--- config.mk ---
export PLATFORM = sky130hd
export DESIGN_NAME = reader_writer_admission_arbiter_flat
export DESIGN_NICKNAME = d
export VERILOG_FILES = /design/src/hdl/rwaa_pkg.sv /design/src/hdl/rwaa_in_if.sv /design/src/hdl/rwaa_out_if.sv /design/src/hdl/reader_writer_admission_arbiter.sv /design/src/hdl/rwaa_ram.sv /design/src/hdl/rwaa_ctrl.sv /design/src/hdl/rwaa_dpath.sv /design/src/flat_wrapper.sv
export SDC_FILE = /design/constraint.sdc
export NUM_CORES = 1
export LEC_CHECK = 0
export BUFFER_PORTS_ARGS = -buffer_cell sky130_fd_sc_hd__buf_4
export CAP_MARGIN = 20
export CORE_MARGIN = 2
export CORE_UTILIZATION = 65
export CTS_BUF_LIST = sky130_fd_sc_hd__clkbuf_4
export CTS_CLUSTER_DIAMETER = 50
export DETAILED_ROUTE_END_ITERATION = 8
export PLACE_DENSITY = 0.83
export SYNTH_ARGS = -nofsm -noshare
export SYNTH_HDL_FRONTEND = slang
export SYNTH_SLANG_ARGS = --single-unit
--- constraint.sdc ---
create_clock -name clk_i -period 6.2 [get_ports clk_i]
set_input_delay 0.93 -clock clk_i [delete_from_list [all_inputs] [get_ports clk_i]]
set_output_delay 0.93 -clock clk_i [all_outputs]
set_load 0.02 [all_outputs]
--- src/hdl/rwaa_pkg.sv ---
// ----------------------------------------------------------------------------
// rwaa_pkg
// Shared codes, field widths and controller/datapath command and status types
// for the reader-writer admission arbiter.
// ----------------------------------------------------------------------------
package rwaa_pkg;

  localparam int unsigned FUNC_W = 2;
  localparam int unsigned PID_W  = 8;
  localparam int unsigned EV_W   = 2;
  localparam int unsigned WHO_W  = 8;
  localparam int unsigned RDIN_W = 5;

  // request codes
  localparam logic [FUNC_W-1:0] FUNC_ADD_READER = 2'd0;
  localparam logic [FUNC_W-1:0] FUNC_ADD_WRITER = 2'd1;
  localparam logic [FUNC_W-1:0] FUNC_TICK       = 2'd2;

  // event codes
  localparam logic [EV_W-1:0] EV_ENTER  = 2'd0;
  localparam logic [EV_W-1:0] EV_LEAVE  = 2'd1;
  localparam logic [EV_W-1:0] EV_REJECT = 2'd2;

  localparam logic KIND_READER = 1'b0;
  localparam logic KIND_WRITER = 1'b1;

  // controller to datapath
  typedef struct packed {
    logic load;     // capture the request
    logic push;     // push the captured id into its wait queue
    logic reject;   // report the captured request as rejected
    logic leave;    // oldest occupant leaves
    logic admit_r;  // oldest waiting reader enters
    logic admit_w;  // oldest waiting writer enters
  } cmd_t;

  // datapath to controller
  typedef struct packed {
    logic is_add;      // captured request adds to a wait queue
    logic is_tick;     // captured request is a tick
    logic queue_full;  // wait queue of the captured request is full
    logic occ_any;     // somebody is inside
    logic elig_r;      // a waiting reader may enter now
    logic elig_w;      // a waiting writer may enter now
  } status_t;

endpackage

--- src/hdl/rwaa_in_if.sv ---
// ----------------------------------------------------------------------------
// rwaa_in_if
// Request channel: valid/ready handshake carrying func and person_id.
// ----------------------------------------------------------------------------
interface rwaa_in_if;
  import rwaa_pkg::*;

  logic              valid;
  logic              ready;
  logic [FUNC_W-1:0] func;
  logic [PID_W-1:0]  person_id;

  modport source (output valid, output func, output person_id, input ready);
  modport sink   (input valid, input func, input person_id, output ready);
endinterface

--- src/hdl/rwaa_out_if.sv ---
// ----------------------------------------------------------------------------
// rwaa_out_if
// Event channel: valid/ready handshake carrying one admission event.
// ----------------------------------------------------------------------------
interface rwaa_out_if;
  import rwaa_pkg::*;

  logic              valid;
  logic              ready;
  logic [EV_W-1:0]   event_res;
  logic              kind;
  logic [WHO_W-1:0]  who;
  logic [RDIN_W-1:0] readers_inside;
  logic              writer_inside;
  logic              last;

  modport source (output valid, output event_res, output kind, output who,
                  output readers_inside, output writer_inside, output last,
                  input ready);
  modport sink   (input valid, input event_res, input kind, input who,
                  input readers_inside, input writer_inside, input last,
                  output ready);
endinterface

--- src/hdl/reader_writer_admission_arbiter.sv ---
// ----------------------------------------------------------------------------
// reader_writer_admission_arbiter
// Reader-writer admission with reader preference and FIFO wait queues.
// ----------------------------------------------------------------------------
// Usage:
//   req_i carries one request per transfer: add a reader, add a writer, or a
//   tick that lets the oldest occupant leave. evt_o carries the events that
//   the request causes (entered, left, rejected), in order, with last set on
//   the final one. A request that causes no event produces no transfer.
//   Requests are handled one at a time: req_i.ready is low from the accepted
//   request until its last event has been transferred (or, without events,
//   until admission has been checked).
//   Sequence without stalls: a reject event is loaded while the request is
//   decoded, and a leave event after the occupant queue head is read; each
//   further admission passes admission check, queue head read and event
//   load, the first one after a push only once the push is done. Up to
//   QUEUE_DEPTH + 1 events per request (a leave, then a full room of
//   readers); the next request waits until all of them are transferred.
//   A stalled evt_o holds the event register and the whole sequence.
//   Reset empties all queues and clears the occupancy; the queue memories
//   are not cleared, since only written entries are ever read.
// ----------------------------------------------------------------------------
module reader_writer_admission_arbiter #(
  parameter int unsigned QUEUE_DEPTH = 16,
  parameter int unsigned ID_BITS     = 8
) (
  input  logic  clk_i,
  input  logic  rst_ni,
  rwaa_in_if.sink    req_i,
  rwaa_out_if.source evt_o
);
  import rwaa_pkg::*;

  cmd_t    cmd;
  status_t status;

  rwaa_ctrl u_ctrl (
    .clk_i       (clk_i),
    .rst_ni      (rst_ni),
    .in_valid_i  (req_i.valid),
    .in_ready_o  (req_i.ready),
    .out_valid_o (evt_o.valid),
    .out_ready_i (evt_o.ready),
    .out_last_i  (evt_o.last),
    .status_i    (status),
    .cmd_o       (cmd)
  );

  rwaa_dpath #(
    .QUEUE_DEPTH (QUEUE_DEPTH),
    .ID_BITS     (ID_BITS)
  ) u_dpath (
    .clk_i            (clk_i),
    .rst_ni           (rst_ni),
    .cmd_i            (cmd),
    .status_o         (status),
    .func_i           (req_i.func),
    .person_id_i      (req_i.person_id),
    .event_res_o      (evt_o.event_res),
    .kind_o           (evt_o.kind),
    .who_o            (evt_o.who),
    .readers_inside_o (evt_o.readers_inside),
    .writer_inside_o  (evt_o.writer_inside),
    .last_o           (evt_o.last)
  );

  // one request at a time: never ready while an event is pending
  a_ready_excl_valid: assert property (@(posedge clk_i) disable iff (!rst_ni)
    !(req_i.ready && evt_o.valid))
    else $error("request taken while an event is pending");

  // a writer inside excludes readers
  a_rw_exclusive: assert property (@(posedge clk_i) disable iff (!rst_ni)
    evt_o.valid |-> !(evt_o.writer_inside && (evt_o.readers_inside != '0)))
    else $error("writer and readers inside together");

  // a writer entry shows the writer inside
  a_writer_enter: assert property (@(posedge clk_i) disable iff (!rst_ni)
    (evt_o.valid && (evt_o.event_res == EV_ENTER) && (evt_o.kind == KIND_WRITER))
      |-> evt_o.writer_inside)
    else $error("writer entered but not marked inside");

  // after the last event transfer req_i is ready again at once
  a_last_releases: assert property (@(posedge clk_i) disable iff (!rst_ni)
    (evt_o.valid && evt_o.ready && evt_o.last) |=> req_i.ready)
    else $error("not ready after the final event");

endmodule

--- src/hdl/rwaa_ram.sv ---
// ----------------------------------------------------------------------------
// rwaa_ram
// Generic single-write, single-read RAM with registered read data.
// ----------------------------------------------------------------------------
module rwaa_ram #(
  parameter int unsigned WIDTH = 8,
  parameter int unsigned DEPTH = 16
) (
  input  logic                     clk_i,
  input  logic                     we_i,
  input  logic [$clog2(DEPTH)-1:0] waddr_i,
  input  logic [WIDTH-1:0]         wdata_i,
  input  logic [$clog2(DEPTH)-1:0] raddr_i,
  output logic [WIDTH-1:0]         rdata_o
);

  logic [WIDTH-1:0] mem_q [DEPTH];
  logic [WIDTH-1:0] rdata_q;

  always_ff @(posedge clk_i) begin
    if (we_i) begin
      mem_q[waddr_i] <= wdata_i;
    end
    rdata_q <= mem_q[raddr_i];
  end

  assign rdata_o = rdata_q;

endmodule

--- src/hdl/rwaa_ctrl.sv ---
// ----------------------------------------------------------------------------
// rwaa_ctrl
// Sequencer: takes one request, then steps through its events one at a time,
// waiting for each event transfer before looking for the next admission.
// ----------------------------------------------------------------------------
module rwaa_ctrl (
  input  logic              clk_i,
  input  logic              rst_ni,
  input  logic              in_valid_i,
  output logic              in_ready_o,
  output logic              out_valid_o,
  input  logic              out_ready_i,
  input  logic              out_last_i,
  input  rwaa_pkg::status_t status_i,
  output rwaa_pkg::cmd_t    cmd_o
);
  import rwaa_pkg::*;

  typedef enum logic [2:0] {
    S_IDLE,
    S_EXEC,
    S_LEAVE,
    S_CHECK,
    S_ADMIT_R,
    S_ADMIT_W,
    S_OUT
  } state_e;

  state_e state_q, state_d;
  logic   in_ready_q;
  logic   out_valid_q;
  cmd_t   cmd;

  always_comb begin
    state_d = state_q;
    cmd     = '0;
    unique case (state_q)
      S_IDLE: begin
        if (in_valid_i && in_ready_q) begin
          cmd.load = 1'b1;
          state_d  = S_EXEC;
        end
      end
      S_EXEC: begin
        if (status_i.is_add) begin
          if (status_i.queue_full) begin
            cmd.reject = 1'b1;
            state_d    = S_OUT;
          end else begin
            cmd.push = 1'b1;
            state_d  = S_CHECK;
          end
        end else if (status_i.is_tick && status_i.occ_any) begin
          // occupant head is read during this cycle
          state_d = S_LEAVE;
        end else begin
          state_d = S_CHECK;
        end
      end
      S_LEAVE: begin
        cmd.leave = 1'b1;
        state_d   = S_OUT;
      end
      S_CHECK: begin
        if (status_i.elig_r) begin
          state_d = S_ADMIT_R;
        end else if (status_i.elig_w) begin
          state_d = S_ADMIT_W;
        end else begin
          state_d = S_IDLE;
        end
      end
      S_ADMIT_R: begin
        cmd.admit_r = 1'b1;
        state_d     = S_OUT;
      end
      S_ADMIT_W: begin
        cmd.admit_w = 1'b1;
        state_d     = S_OUT;
      end
      S_OUT: begin
        if (out_ready_i) begin
          state_d = out_last_i ? S_IDLE : S_CHECK;
        end
      end
      default: begin
        state_d = S_IDLE;
      end
    endcase
  end

  always_ff @(posedge clk_i or negedge rst_ni) begin
    if (!rst_ni) begin
      state_q     <= S_IDLE;
      in_ready_q  <= 1'b1;
      out_valid_q <= 1'b0;
    end else begin
      state_q     <= state_d;
      in_ready_q  <= (state_d == S_IDLE);
      out_valid_q <= (state_d == S_OUT);
    end
  end

  assign in_ready_o  = in_ready_q;
  assign out_valid_o = out_valid_q;
  assign cmd_o       = cmd;

endmodule

--- src/hdl/rwaa_dpath.sv ---
// ----------------------------------------------------------------------------
// rwaa_dpath
// Wait queues, occupant queue, occupancy counters and the event register.
// ----------------------------------------------------------------------------
module rwaa_dpath #(
  parameter int unsigned QUEUE_DEPTH = 16,
  parameter int unsigned ID_BITS     = 8
) (
  input  logic                                 clk_i,
  input  logic                                 rst_ni,
  input  rwaa_pkg::cmd_t                       cmd_i,
  output rwaa_pkg::status_t                    status_o,
  input  logic [rwaa_pkg::FUNC_W-1:0]          func_i,
  input  logic [rwaa_pkg::PID_W-1:0]           person_id_i,
  output logic [rwaa_pkg::EV_W-1:0]            event_res_o,
  output logic                                 kind_o,
  output logic [rwaa_pkg::WHO_W-1:0]           who_o,
  output logic [rwaa_pkg::RDIN_W-1:0]          readers_inside_o,
  output logic                                 writer_inside_o,
  output logic                                 last_o
);
  import rwaa_pkg::*;

  localparam int unsigned AW = $clog2(QUEUE_DEPTH);
  localparam int unsigned CW = $clog2(QUEUE_DEPTH + 1);
  localparam int unsigned OW = ID_BITS + 1;
  localparam logic [CW-1:0] FULL_CNT = CW'(QUEUE_DEPTH);
  localparam logic [AW-1:0] LAST_IDX = AW'(QUEUE_DEPTH - 1);

  function automatic logic [AW-1:0] ptr_inc(input logic [AW-1:0] ptr);
    ptr_inc = (ptr == LAST_IDX) ? '0 : ptr + AW'(1);
  endfunction

  // captured request
  logic [FUNC_W-1:0]  func_q;
  logic [ID_BITS-1:0] id_q;
  logic [ID_BITS+PID_W-1:0] pid_ext;

  // queue pointers and counts
  logic [AW-1:0] rq_head_q, rq_head_d, rq_tail_q, rq_tail_d;
  logic [AW-1:0] wq_head_q, wq_head_d, wq_tail_q, wq_tail_d;
  logic [AW-1:0] oq_head_q, oq_head_d, oq_tail_q, oq_tail_d;
  logic [CW-1:0] rq_cnt_q, rq_cnt_d, wq_cnt_q, wq_cnt_d, oq_cnt_q, oq_cnt_d;
  logic [CW-1:0] rc_q, rc_d;
  logic          wf_q, wf_d;

  logic [ID_BITS-1:0] rq_rdata, wq_rdata;
  logic [OW-1:0]      oq_rdata, oq_wdata;
  logic               push_r, push_w, oq_we;
  logic               leave_kind;

  // event register
  logic [EV_W-1:0]    ev_q, ev_d;
  logic               kind_q, kind_d;
  logic [ID_BITS-1:0] who_id_q, who_id_d;
  logic [RDIN_W-1:0]  rdin_q;
  logic               wr_q, last_q;
  logic               ev_load, elig_next;
  logic [CW+RDIN_W-1:0]    rc_ext;
  logic [ID_BITS+WHO_W-1:0] who_ext;

  assign pid_ext = {{ID_BITS{1'b0}}, person_id_i};

  assign push_r = cmd_i.push && (func_q == FUNC_ADD_READER);
  assign push_w = cmd_i.push && (func_q == FUNC_ADD_WRITER);
  assign oq_we  = cmd_i.admit_r || cmd_i.admit_w;
  assign oq_wdata = cmd_i.admit_w ? {KIND_WRITER, wq_rdata} : {KIND_READER, rq_rdata};
  assign leave_kind = oq_rdata[OW-1];

  rwaa_ram #(.WIDTH(ID_BITS), .DEPTH(QUEUE_DEPTH)) u_rq_ram (
    .clk_i   (clk_i),
    .we_i    (push_r),
    .waddr_i (rq_tail_q),
    .wdata_i (id_q),
    .raddr_i (rq_head_q),
    .rdata_o (rq_rdata)
  );

  rwaa_ram #(.WIDTH(ID_BITS), .DEPTH(QUEUE_DEPTH)) u_wq_ram (
    .clk_i   (clk_i),
    .we_i    (push_w),
    .waddr_i (wq_tail_q),
    .wdata_i (id_q),
    .raddr_i (wq_head_q),
    .rdata_o (wq_rdata)
  );

  rwaa_ram #(.WIDTH(OW), .DEPTH(QUEUE_DEPTH)) u_oq_ram (
    .clk_i   (clk_i),
    .we_i    (oq_we),
    .waddr_i (oq_tail_q),
    .wdata_i (oq_wdata),
    .raddr_i (oq_head_q),
    .rdata_o (oq_rdata)
  );

  always_comb begin
    rq_head_d = rq_head_q;
    rq_tail_d = rq_tail_q;
    rq_cnt_d  = rq_cnt_q;
    wq_head_d = wq_head_q;
    wq_tail_d = wq_tail_q;
    wq_cnt_d  = wq_cnt_q;
    oq_head_d = oq_head_q;
    oq_tail_d = oq_tail_q;
    oq_cnt_d  = oq_cnt_q;
    rc_d      = rc_q;
    wf_d      = wf_q;
    ev_d      = EV_REJECT;
    kind_d    = func_q[0];
    who_id_d  = id_q;

    if (push_r) begin
      rq_tail_d = ptr_inc(rq_tail_q);
      rq_cnt_d  = rq_cnt_q + CW'(1);
    end
    if (push_w) begin
      wq_tail_d = ptr_inc(wq_tail_q);
      wq_cnt_d  = wq_cnt_q + CW'(1);
    end
    if (cmd_i.leave) begin
      oq_head_d = ptr_inc(oq_head_q);
      oq_cnt_d  = oq_cnt_q - CW'(1);
      if (leave_kind == KIND_READER) begin
        if (rc_q != '0) begin
          rc_d = rc_q - CW'(1);
        end
      end else begin
        wf_d = 1'b0;
      end
      ev_d     = EV_LEAVE;
      kind_d   = leave_kind;
      who_id_d = oq_rdata[ID_BITS-1:0];
    end
    if (cmd_i.admit_r) begin
      rq_head_d = ptr_inc(rq_head_q);
      rq_cnt_d  = rq_cnt_q - CW'(1);
      rc_d      = rc_q + CW'(1);
      ev_d      = EV_ENTER;
      kind_d    = KIND_READER;
      who_id_d  = rq_rdata;
    end
    if (cmd_i.admit_w) begin
      wq_head_d = ptr_inc(wq_head_q);
      wq_cnt_d  = wq_cnt_q - CW'(1);
      wf_d      = 1'b1;
      ev_d      = EV_ENTER;
      kind_d    = KIND_WRITER;
      who_id_d  = wq_rdata;
    end
    if (oq_we) begin
      oq_tail_d = ptr_inc(oq_tail_q);
      oq_cnt_d  = oq_cnt_q + CW'(1);
    end
  end

  // the event is the final one when nobody can enter from the state it leaves
  assign elig_next = (oq_cnt_d != FULL_CNT) && !wf_d &&
                     ((rq_cnt_d != '0) || ((rc_d == '0) && (wq_cnt_d != '0)));
  assign ev_load   = cmd_i.reject || cmd_i.leave || cmd_i.admit_r || cmd_i.admit_w;
  assign rc_ext    = {{RDIN_W{1'b0}}, rc_d};

  always_ff @(posedge clk_i or negedge rst_ni) begin
    if (!rst_ni) begin
      rq_head_q <= '0;
      rq_tail_q <= '0;
      rq_cnt_q  <= '0;
      wq_head_q <= '0;
      wq_tail_q <= '0;
      wq_cnt_q  <= '0;
      oq_head_q <= '0;
      oq_tail_q <= '0;
      oq_cnt_q  <= '0;
      rc_q      <= '0;
      wf_q      <= 1'b0;
    end else begin
      rq_head_q <= rq_head_d;
      rq_tail_q <= rq_tail_d;
      rq_cnt_q  <= rq_cnt_d;
      wq_head_q <= wq_head_d;
      wq_tail_q <= wq_tail_d;
      wq_cnt_q  <= wq_cnt_d;
      oq_head_q <= oq_head_d;
      oq_tail_q <= oq_tail_d;
      oq_cnt_q  <= oq_cnt_d;
      rc_q      <= rc_d;
      wf_q      <= wf_d;
    end
  end

  always_ff @(posedge clk_i) begin
    if (cmd_i.load) begin
      func_q <= func_i;
      id_q   <= pid_ext[ID_BITS-1:0];
    end
    if (ev_load) begin
      ev_q     <= ev_d;
      kind_q   <= kind_d;
      who_id_q <= who_id_d;
      rdin_q   <= rc_ext[RDIN_W-1:0];
      wr_q     <= wf_d;
      last_q   <= !elig_next;
    end
  end

  always_comb begin
    status_o.is_add     = (func_q == FUNC_ADD_READER) || (func_q == FUNC_ADD_WRITER);
    status_o.is_tick    = (func_q == FUNC_TICK);
    status_o.queue_full = (func_q == FUNC_ADD_WRITER) ? (wq_cnt_q == FULL_CNT)
                                                      : (rq_cnt_q == FULL_CNT);
    status_o.occ_any    = (oq_cnt_q != '0);
    status_o.elig_r     = (oq_cnt_q != FULL_CNT) && !wf_q && (rq_cnt_q != '0);
    status_o.elig_w     = (oq_cnt_q != FULL_CNT) && !wf_q && (rc_q == '0) &&
                          (wq_cnt_q != '0);
  end

  assign who_ext          = {{WHO_W{1'b0}}, who_id_q};
  assign event_res_o      = ev_q;
  assign kind_o           = kind_q;
  assign who_o            = who_ext[WHO_W-1:0];
  assign readers_inside_o = rdin_q;
  assign writer_inside_o  = wr_q;
  assign last_o           = last_q;

endmodule
--- src/flat_wrapper.sv ---
// flat-port wrapper written by rule: the top's interface ports become plain ports
module reader_writer_admission_arbiter_flat import rwaa_pkg::*;
#(
  parameter int unsigned QUEUE_DEPTH = 16,
  parameter int unsigned ID_BITS     = 8
)
  (clk_i, rst_ni, req_i_valid, req_i_func, req_i_person_id, req_i_ready, evt_o_valid, evt_o_event_res, evt_o_kind, evt_o_who, evt_o_readers_inside, evt_o_writer_inside, evt_o_last, evt_o_ready);
  rwaa_in_if req_i_i ();
  rwaa_out_if evt_o_i ();
  input  logic clk_i;
  input  logic rst_ni;
  input wire logic [$bits(req_i_i.valid)-1:0] req_i_valid;
  input wire logic [$bits(req_i_i.func)-1:0] req_i_func;
  input wire logic [$bits(req_i_i.person_id)-1:0] req_i_person_id;
  output wire logic [$bits(req_i_i.ready)-1:0] req_i_ready;
  output wire logic [$bits(evt_o_i.valid)-1:0] evt_o_valid;
  output wire logic [$bits(evt_o_i.event_res)-1:0] evt_o_event_res;
  output wire logic [$bits(evt_o_i.kind)-1:0] evt_o_kind;
  output wire logic [$bits(evt_o_i.who)-1:0] evt_o_who;
  output wire logic [$bits(evt_o_i.readers_inside)-1:0] evt_o_readers_inside;
  output wire logic [$bits(evt_o_i.writer_inside)-1:0] evt_o_writer_inside;
  output wire logic [$bits(evt_o_i.last)-1:0] evt_o_last;
  input wire logic [$bits(evt_o_i.ready)-1:0] evt_o_ready;
  assign req_i_i.valid = req_i_valid;
  assign req_i_i.func = req_i_func;
  assign req_i_i.person_id = req_i_person_id;
  assign req_i_ready = req_i_i.ready;
  assign evt_o_valid = evt_o_i.valid;
  assign evt_o_event_res = evt_o_i.event_res;
  assign evt_o_kind = evt_o_i.kind;
  assign evt_o_who = evt_o_i.who;
  assign evt_o_readers_inside = evt_o_i.readers_inside;
  assign evt_o_writer_inside = evt_o_i.writer_inside;
  assign evt_o_last = evt_o_i.last;
  assign evt_o_i.ready = evt_o_ready;
  reader_writer_admission_arbiter #(.QUEUE_DEPTH(QUEUE_DEPTH), .ID_BITS(ID_BITS)) u_core (.clk_i(clk_i), .rst_ni(rst_ni), .req_i(req_i_i), .evt_o(evt_o_i));
endmodule
==> flow_summary.yaml <==
outcome:
  status: "finished clean"
setup_path:
  path_cells: "nor4b_2 > nand2_1 > nor2_1 > nand2_1 > nor2_1 > and2_1"
  crit_arrival_ns: 3.85
  critPathLaunchType: "flop"
  crit_type: "reg2reg"
  worstPathMaxFanout: 31
  end_kind: "flop"
  critPathMaxStageDelay_ns: 0.91
  cp_data_required_time_ns: 6.61
  slowest_stage: "dfrtp_1"
pwr:
  leakage_nw: 8.02
  powerDensity_mw_per_mm2: 439
  ir_worst_vdd_mv: 0.267
  finalPower_mw: 9.92
layout:
  nFillCells: 1839
  postLayoutCellArea_mm2: 0.0226
  fin_util_pct: 73.7
  area_growth_pct: 11.2
  fin_nets: 1426
  drive_gt1_share_pct: 22.9
  stdcell_count: 1883
routing:
  drtPass1Iterations: 6
  drc_errors: 0
  viasPerCell: 6.29
  ant_nets: 0
  wire_per_inst_um: 23.2
  drt-total-wl_um: 43700
  vias: 11838
  drt_iter0_markers: 1536
worst_hold_path:
  hold_path_class: "in2async"
placement:
  dp.cells: 1664
  placed_area_mm2: 0.0210
  place_hpwl_um: 27500
  portBuffers: 33
  pre_cts_ws_ns: 2.85
  place_congestion: 0.895
clock_network:
  clockRootBuffer: "clkbuf_4"
  cts.sinks: 503
  cts_tree: "built"
  hold_buffers: 0
  post_cts_resized: 0
  clock_path_buffers: 3
  cts_setup_buffers: 0
  clkTransAtPathRegs_ns: 0.07
  numCtsBuffers: 116
  htreeDepth: 3
  clk_latency_ns: 0.79
yosys:
  synth_top_area_share_pct: 63.3
  yosys-top-cells-count: "edfxtp_1 (428), nand2_1 (136), mux2i_1 (83), o21ai_0 (67), mux4_2 (50)"
  synth_top_area_cell: "edfxtp_1"
  yosysWarnings: 0
  ys_seq_area_share_pct: 71.9
  synth-edff-count: 428
  synthFlopType: "edfxtp_1"
  synth_cell_types: 57
  synth_most_common_cell: "edfxtp_1"
  synth-seq-cells: 503
  syn_inst: 1276
  synth_nets: 1316
  async_flop_share_pct: 9.94
  postSynthAreaPerCell_um2: 15.9
  synth_area_mm2: 0.0203
  yosys-top-cells-area: "edfxtp_1 (63%), dfrtp_1 (6.0%), mux4_2 (5.5%), mux2i_1 (4.1%), nand2_1 (2.5%)"
global_route:
  antenna_found_initial: 1
  grt_remaining_overflow: 0
  grt_pass1_vias: 11808
  grt_pass1_wl_um: 67100
  track_usage_pct: 27.2
  grt_max_degree: 54
timing:
  layout_setup_ws_ns: 2.76
  maxSlewHeadroom_pct: 26.7
  tns_ns: 0
  fin_hold_ws_ns: 0.200
  period_minus_slack_ns: 3.44
  final_hold_viol_count: 0
  min_period_over_period_pct: 55.5
  tightest_slew_ns: 1.10
  max_freq_mhz: 290
  slew_viol_final: 0
  finalSetupViolCount: 0
  rsz0062_at_grt: "false"
  skew_ns: 0.0461
floorplanning:
  ios: 34
  die_y_um: 181
  start_util_pct: 66.3
  core_mm2: 0.0307
  dieArea_mm2: 0.0327
  die_w_um: 181
  rows: 64
run:
  maxCapViolCount: 0
[per-layer routing]
layer | up-vias | wire length [um] | part of all wire, % | track usage, %
met5 | - | 0 | 0 | 0
met4 | 0 | 1440 | 3.3 | 12.3
met3 | 107 | 4010 | 9.2 | 5.76
met2 | 679 | 21100 | 48 | 42.8
met1 | 5791 | 17100 | 39 | 37.1
li1 | 5261 | - | - | -
[area by class of cell]
cell class	count	area [um2]	share of cell area [%]
Sequential cell	503	14600	64.6
Clock inverter	30	195	0.864
Tap cell	396	495	2.19
Clock buffer	188	1410	6.24
Antenna cell	1	2.50	0.0111
Timing Repair Buffer	58	435	1.93
Multi-Input combinational cell	687	5380	23.8
Inverter	20	75.1	0.332
[cells in the final DEF, fill, tap and decap left out, types with 4 or more instances in the layout]
master	n
a211oi_1	10
a21oi_1	40
a221oi_1	25
a22oi_1	29
a311oi_1	5
a31oi_1	11
and2_1	29
and4_1	8
buf_4	58
clkbuf_4	188
clkinv_1	23
dfrtp_1	46
dfxtp_1	25
edfxtp_1	428
ha_1	26
inv_1	18
mux2_2	20
mux2i_1	83
mux4_2	50
nand2_1	136
nand2b_1	6
nand3_1	14
nand4_1	8
nor2_1	37
nor2b_1	14
nor3_1	11
nor4_1	4
o21ai_0	66
xnor2_1	15
[final timing paths]
path | slack [ns] | endpoint | start | depth (start not counted)
max in group asynchronous | 5.44 | u_core.u_dpath.rq_head_q[0]$_DFFE_PN0P_ | rst_ni | 1
worst min register to register | 0.53 | u_core.u_dpath.rq_cnt_q[3]$_DFF_PN0_ | u_core.u_dpath.rq_cnt_q[3]$_DFF_PN0_ | 1
worst min-delay path | 0.20 | u_core.u_dpath.rq_tail_q[3]$_DFFE_PN0P_ | rst_ni | 1
min in group clk_i | 0.32 | u_core.u_dpath.id_q[0]$_DFFE_PP_ | req_i_person_id[0] | 1
worst max register to register | 2.76 | u_core.u_dpath.u_wq_ram.mem_q[5][6]$_DFFE_PP_ | u_core.u_ctrl.state_q[0]$_DFF_PN0_ | 6
worst max-delay path | 2.76 | u_core.u_dpath.u_wq_ram.mem_q[5][6]$_DFFE_PP_ | u_core.u_ctrl.state_q[0]$_DFF_PN0_ | 6
[flip-flops by register name, indices dropped and copies added (netlist names), 8 cells and up]
name,cells
u_core.u_dpath.u_rq_ram.rdata_o,8
u_core.u_dpath.who_o,8
u_core.u_dpath.u_rq_ram.mem_q,128
u_core.u_dpath.u_oq_ram.rdata_o,9
u_core.u_dpath.u_wq_ram.rdata_o,8
u_core.u_dpath.id_q,8
u_core.u_dpath.u_wq_ram.mem_q,128
u_core.u_dpath.u_oq_ram.mem_q,144
[critical path: cells and delay by family (launching register included)]
kind | cells | cell delay [ns]
and+or+nand+nor | 6 | 2.17
DFF | 1 | 0.91
[cell families after synthesis]
family                   count (synthesis)  synth area share (%)
buffers and inverters                   86                  1.68
adder cells (fa/ha/maj)                 26                  1.60
flip-flops                             503                  71.9
AO/OA/AOI/OAI                          205                  6.47
multiplexers                           153                  10.7
XOR/XNOR                                18                 0.776
AND/OR/NAND/NOR                        285                  6.85
[power breakdown]
part           switching [mW]  total [mW]  internal (mW)
sequential              0.425        4.62           4.19
clock                    1.22        2.72           1.49
combinational            1.54        2.58           1.04
Power figures use the tool's default switching activity.
